==> config.mk <==
export PLATFORM = sky130hd
export DESIGN_NAME = sctbl_ctrl
export DESIGN_NICKNAME = d
export VERILOG_FILES = /design/src/hw/rtl/sctbl_pkg.sv /design/src/hw/rtl/sctbl_ctrl.sv
export SDC_FILE = /design/constraint.sdc
export NUM_CORES = 1
export LEC_CHECK = 0
export BUFFER_PORTS_ARGS = -buffer_cell sky130_fd_sc_hd__buf_2
export CORE_AREA = 10 10 47 49
export DETAILED_ROUTE_END_ITERATION = 16
export DIE_AREA = 0 0 57 59
export GPL_TIMING_DRIVEN = 0
export PLACE_DENSITY = 0.53
export SKIP_LAST_GASP = 1
export SYNTH_ARGS = -nofsm -noshare
export SYNTH_HDL_FRONTEND = slang
export SYNTH_SLANG_ARGS = --single-unit
==> constraint.sdc <==
create_clock -name clk_i -period 1.3 [get_ports clk_i]
set_input_delay 0.065 -clock clk_i [delete_from_list [all_inputs] [get_ports clk_i]]
set_output_delay 0.065 -clock clk_i [all_outputs]
set_load 0.01 [all_outputs]
==> src/hw/rtl/sctbl_pkg.sv <==
// Shared types, constants and codes for the site counter hash table.
// No dependencies; every other file of the block imports this package.
package sctbl_pkg;

  localparam int TableSize     = 997;
  localparam int SlotW         = $clog2(TableSize);
  localparam int CntW          = $clog2(TableSize + 1);
  localparam int HashMult      = 1777;
  localparam int FillMargin    = 100;
  localparam int FillThr       = TableSize - FillMargin;
  localparam int SectionWeight = 10000;
  localparam int ClientWeight  = 100;

  // Modulo reduction: fold the upper 16 bits twice, then reciprocal multiply.
  localparam int     Pow16Mod   = 65536 % TableSize;
  localparam int     V1W        = 17 + SlotW;
  localparam int     V2W        = ((2 * SlotW + 1 > 16) ? 2 * SlotW + 1 : 16) + 1;
  localparam int     RecipShift = V2W;
  localparam longint Recip      = (64'd1 << RecipShift) / TableSize;
  localparam int     RecipW     = RecipShift - SlotW + 2;
  localparam int     QW         = V2W - SlotW + 1;

  localparam int CfgIdxW  = 2;
  localparam int CfgDataW = 16;
  localparam logic [CfgIdxW-1:0] CfgDebugEnable  = 2'd0;
  localparam logic [CfgIdxW-1:0] CfgSectionCount = 2'd1;
  localparam logic [CfgIdxW-1:0] CfgClientCount  = 2'd2;

  localparam logic [1:0] StatCounted  = 2'd0;
  localparam logic [1:0] StatDisabled = 2'd1;
  localparam logic [1:0] StatDropped  = 2'd2;

  typedef struct packed {
    logic        valid;
    logic [31:0] key;
    logic [15:0] line;
    logic [31:0] live;
    logic [31:0] peak;
    logic [47:0] total;
  } row_t;

  typedef struct packed {
    logic start;
    logic emit_off;
    logic load_idx;
    logic rd;
    logic commit;
    logic next_probe;
    logic clr_wr;
  } cmd_t;

  typedef struct packed {
    logic clr_last;
    logic enabled;
    logic out_free;
    logic hit;
    logic probe_last;
  } stat_t;

endpackage

==> src/hw/rtl/sctbl_ctrl.sv <==
// Controller of the site counter hash table: clear sweep, hash wait, probe loop.
// Depends on sctbl_pkg for the command and status structs.
module sctbl_ctrl import sctbl_pkg::*; (
  input  logic  clk_i,
  input  logic  rst_ni,
  input  logic  in_valid_i,
  output logic  in_ready_o,
  input  stat_t stat_i,
  output cmd_t  cmd_o
);

  localparam logic [3:0] StClear = 4'd0;
  localparam logic [3:0] StIdle  = 4'd1;
  localparam logic [3:0] StH1    = 4'd2;
  localparam logic [3:0] StH2    = 4'd3;
  localparam logic [3:0] StH3    = 4'd4;
  localparam logic [3:0] StH4    = 4'd5;
  localparam logic [3:0] StLoad  = 4'd6;
  localparam logic [3:0] StRead  = 4'd7;
  localparam logic [3:0] StCheck = 4'd8;

  logic [3:0] state_q, state_d;

  always_comb begin
    state_d    = state_q;
    cmd_o      = '0;
    in_ready_o = 1'b0;
    unique case (state_q)
      StClear: begin
        cmd_o.clr_wr = 1'b1;
        if (stat_i.clr_last) state_d = StIdle;
      end
      StIdle: begin
        // disabled items answer at once and so need a free result register
        in_ready_o = stat_i.enabled || stat_i.out_free;
        if (in_valid_i && in_ready_o) begin
          if (stat_i.enabled) begin
            cmd_o.start = 1'b1;
            state_d     = StH1;
          end else begin
            cmd_o.emit_off = 1'b1;
          end
        end
      end
      StH1:   state_d = StH2;
      StH2:   state_d = StH3;
      StH3:   state_d = StH4;
      StH4:   state_d = StLoad;
      StLoad: begin
        cmd_o.load_idx = 1'b1;
        state_d        = StRead;
      end
      StRead: begin
        cmd_o.rd = 1'b1;
        state_d  = StCheck;
      end
      StCheck: begin
        // hold until the result register can take the item
        if (stat_i.out_free) begin
          if (stat_i.hit || stat_i.probe_last) begin
            cmd_o.commit = 1'b1;
            state_d      = StIdle;
          end else begin
            cmd_o.next_probe = 1'b1;
            state_d          = StRead;
          end
        end
      end
      default: state_d = StIdle;
    endcase
  end

  always_ff @(posedge clk_i or negedge rst_ni) begin
    if (!rst_ni) begin
      state_q <= StClear;
    end else begin
      state_q <= state_d;
    end
  end

endmodule

==> metrics.cfg <==
[power_and_ir_drop]
p_seq_frac = 0.158
p_leak_nw = 0.306
ir_drop_mv = 1.02
combPwrFrac = 0.718
p_clk_frac = 0.124
swShare = 0.386
p_total_mw = 1.26
p_sw_mw = 0.487
p_int_mw = 0.774
powerDensity_nw_per_um2 = 1890

[sta]
fmax_ghz = 0.583
slew_headroom = 0.551
worstMarginPinSlew_ns = 0.674
period_needed_ns = 1.72
setup_viol = 12
fin_ws_ns = -0.416
final_max_slew_viol_count = 0
finalCritPeriodShare = 1.32
hold_viol = 0
hold_ws_ns = 0.0828
rsz0062_at_grt = true
skew_ns = 0.00446

[synth]
synth_ff_type = dfrtp_1
synth_top_area_share = 0.282
yosysWarnings = 0
ys_seq_area_frac = 0.282
async_reset_ff_frac = 1.00
synth_edf_count = 0
avgSynthCellArea_um2 = 9.11
synth_nets = 47
synth_common_cells = dfrtp_1, nor2_1
synth.distinct_cells = 30
ys_ff_latch = 4
synth.cell_area_um2 = 355
yosysMostFrequentCell = dfrtp_1
synth_top_area_cell = dfrtp_1
synthTopCellsByArea = dfrtp_1, or4b_4, and3_1
synthCells = 39

[floorplan]
die_area_um2 = 3360
initial_core_util = 0.254
core_area_um2 = 1400
num_io_pins = 16
fp.dieH_um = 59
rows = 14
fp.dieW_um = 57

[setup_path]
r2r_cells = 3
start_kind = flop
cp_data_arrival_time_ns = 1.65
cp.required_ns = 1.24
end_kind = output pin
worstSetupPathType = reg2out
crit_fanout = 3

[placement]
place_ws_ns = -0.330
dp_hpwl_um = 743
routabilityCongestion = 0.679
port_buffers = 15

[drt]
first_iter_violations = 1
drc_errors = 0
viasPerCell = 4.98
vias = 418
firstDrtPassIters = 4
postRouteAntennaNets = 0
wl_per_cell_um = 14.6
wirelength_um = 1230

[clocking]
cts_made_buffers = 3
clock_latency_ns = 0.24
cts.path.max_buffers = 2
clk_transition_reported_paths_ns = 0.03
cts_tree = yes
htreeDepth = 1
root_buffer = clkbuf_4
cts.sinks = 4

[run]
max-cap-violations = 0

[final_layout]
final_layout_size_suffix_gt1_frac = 0.706
top_register = state_q
num-fill-cells = 144
largest_reg_flops = 4
regArea_um2 = 101
multiInputGateArea_um2 = 312
diodes = 0
top_regs = state_q: 4 flops
finalNetCount = 78
synthToLayoutAreaGrowth_pct = 88.0

[grt]
grt_pass1_wl_um = 1950
grt_use_total = 0.0769
grt_overflow = 0
antenna_found_initial = 0
first_global_vias = 460
grt_max_degree = 11

[hold_path]
hp-class = in2reg
worstHoldPathCells = 2

[status]
violations = setup timing
status = complete, but fails checks

[cells by family after synthesis]
group,count (synthesis),synth area share
buffers and inverters,4,0.0634
DFF,4,0.282
AOI/OAI and AO/OA,11,0.254
and+or+nand+nor,20,0.401
[power by group through the flow]
stage	Combinational [mW]	Sequential, mW	Clock (mW)
finish	0.906	0.199	0.156
global route	0.981	0.205	0.178
CTS	0.659	0.198	0.162
detailed placement	0.507	0.198	0
global placement	0.507	0.199	0
floorplan	0.383	0.192	0
[cells in the final DEF, fill, tap and decap left out, drive strengths merged]
master        n
a311oi        1
and4b         1
o311a         1
clkbuf        3
or2           1
inv           1
o21ai         1
a21oi         2
or4b          1
or2b          1
nor3b         1
and2b         2
nand2         1
a211o         1
o21a          1
nor2b         1
dfrtp         4
dlygate4sd3   1
o31a          1
o22a          1
nand3b        1
and3          2
and4bb        1
nor3          2
nor2          3
o22ai         1
o21bai        1
buf          28
nor4          2
[layout make-up]
type	instances	share of cell area
Tap cell	16	0.0300
Multi-Input combinational cell	31	0.466
Sequential cell	4	0.152
Clock buffer	3	0.0337
Timing Repair Buffer	27	0.300
Inverter	1	0.00562
Buffer	2	0.0131
[per-stage QoR]
| step | setup TNS, ns | area, um2 | utilization | cells |
|---|---|---|---|---|
| CTS | -3.80 | 567 | 0.404 | 81 |
| global route | -3.86 | 668 | 0.477 | 84 |
| finish | -3.01 | 668 | 0.477 | 84 |
| detailed placement | -1.34 | 450 | 0.321 | 70 |
| floorplan | -0.709 | 355 | - | 39 |
| global placement | -1.36 | 450 | 0.321 | 70 |
[metal layers]
layer / vias up / global-route usage / part of all wire
li1: 207 / - / -
met1: 193 / 0.0688 / 0.40
met2: 16 / 0.122 / 0.49
met3: 2 / 0.0494 / 0.087
met4: 0 / 0.0604 / 0.018
met5: - / 0 / 0
[final timing paths]
check	from	to	slack, ns
max	state_q[0]	cmd_o[1]	-0.42
min	stat_i[2]	state_q[3]	0.08
max reg2reg	state_q[0]	state_q[1]	-0.29
max in group asynchronous	rst_ni	state_q[3]	1.01
min in group asynchronous	rst_ni	state_q[2]	0.16
min reg2reg	state_q[3]	state_q[0]	0.64
[what timing repair did]
| item | CTS | global route |
|---|---|---|
| pin swaps | 4 | 10 |
| buffers inserted | 7 | 6 |
| endpoints found under the hold margin | 4 | 0 |
| gates cloned | 0 | 0 |
| endpoints found under the setup margin | 11 | 12 |
| hold buffers | 1 | 0 |
| resized for setup | 7 | 23 |
[worst max-delay path: stages (launching register included)]
cell and delay, ns:
dfrtp_1 0.38, or4b_4 0.55, or2_4 0.25, nor3_2 0.09
buf_2 0.15
No activity file was read; power rests on OpenSTA's default activity.
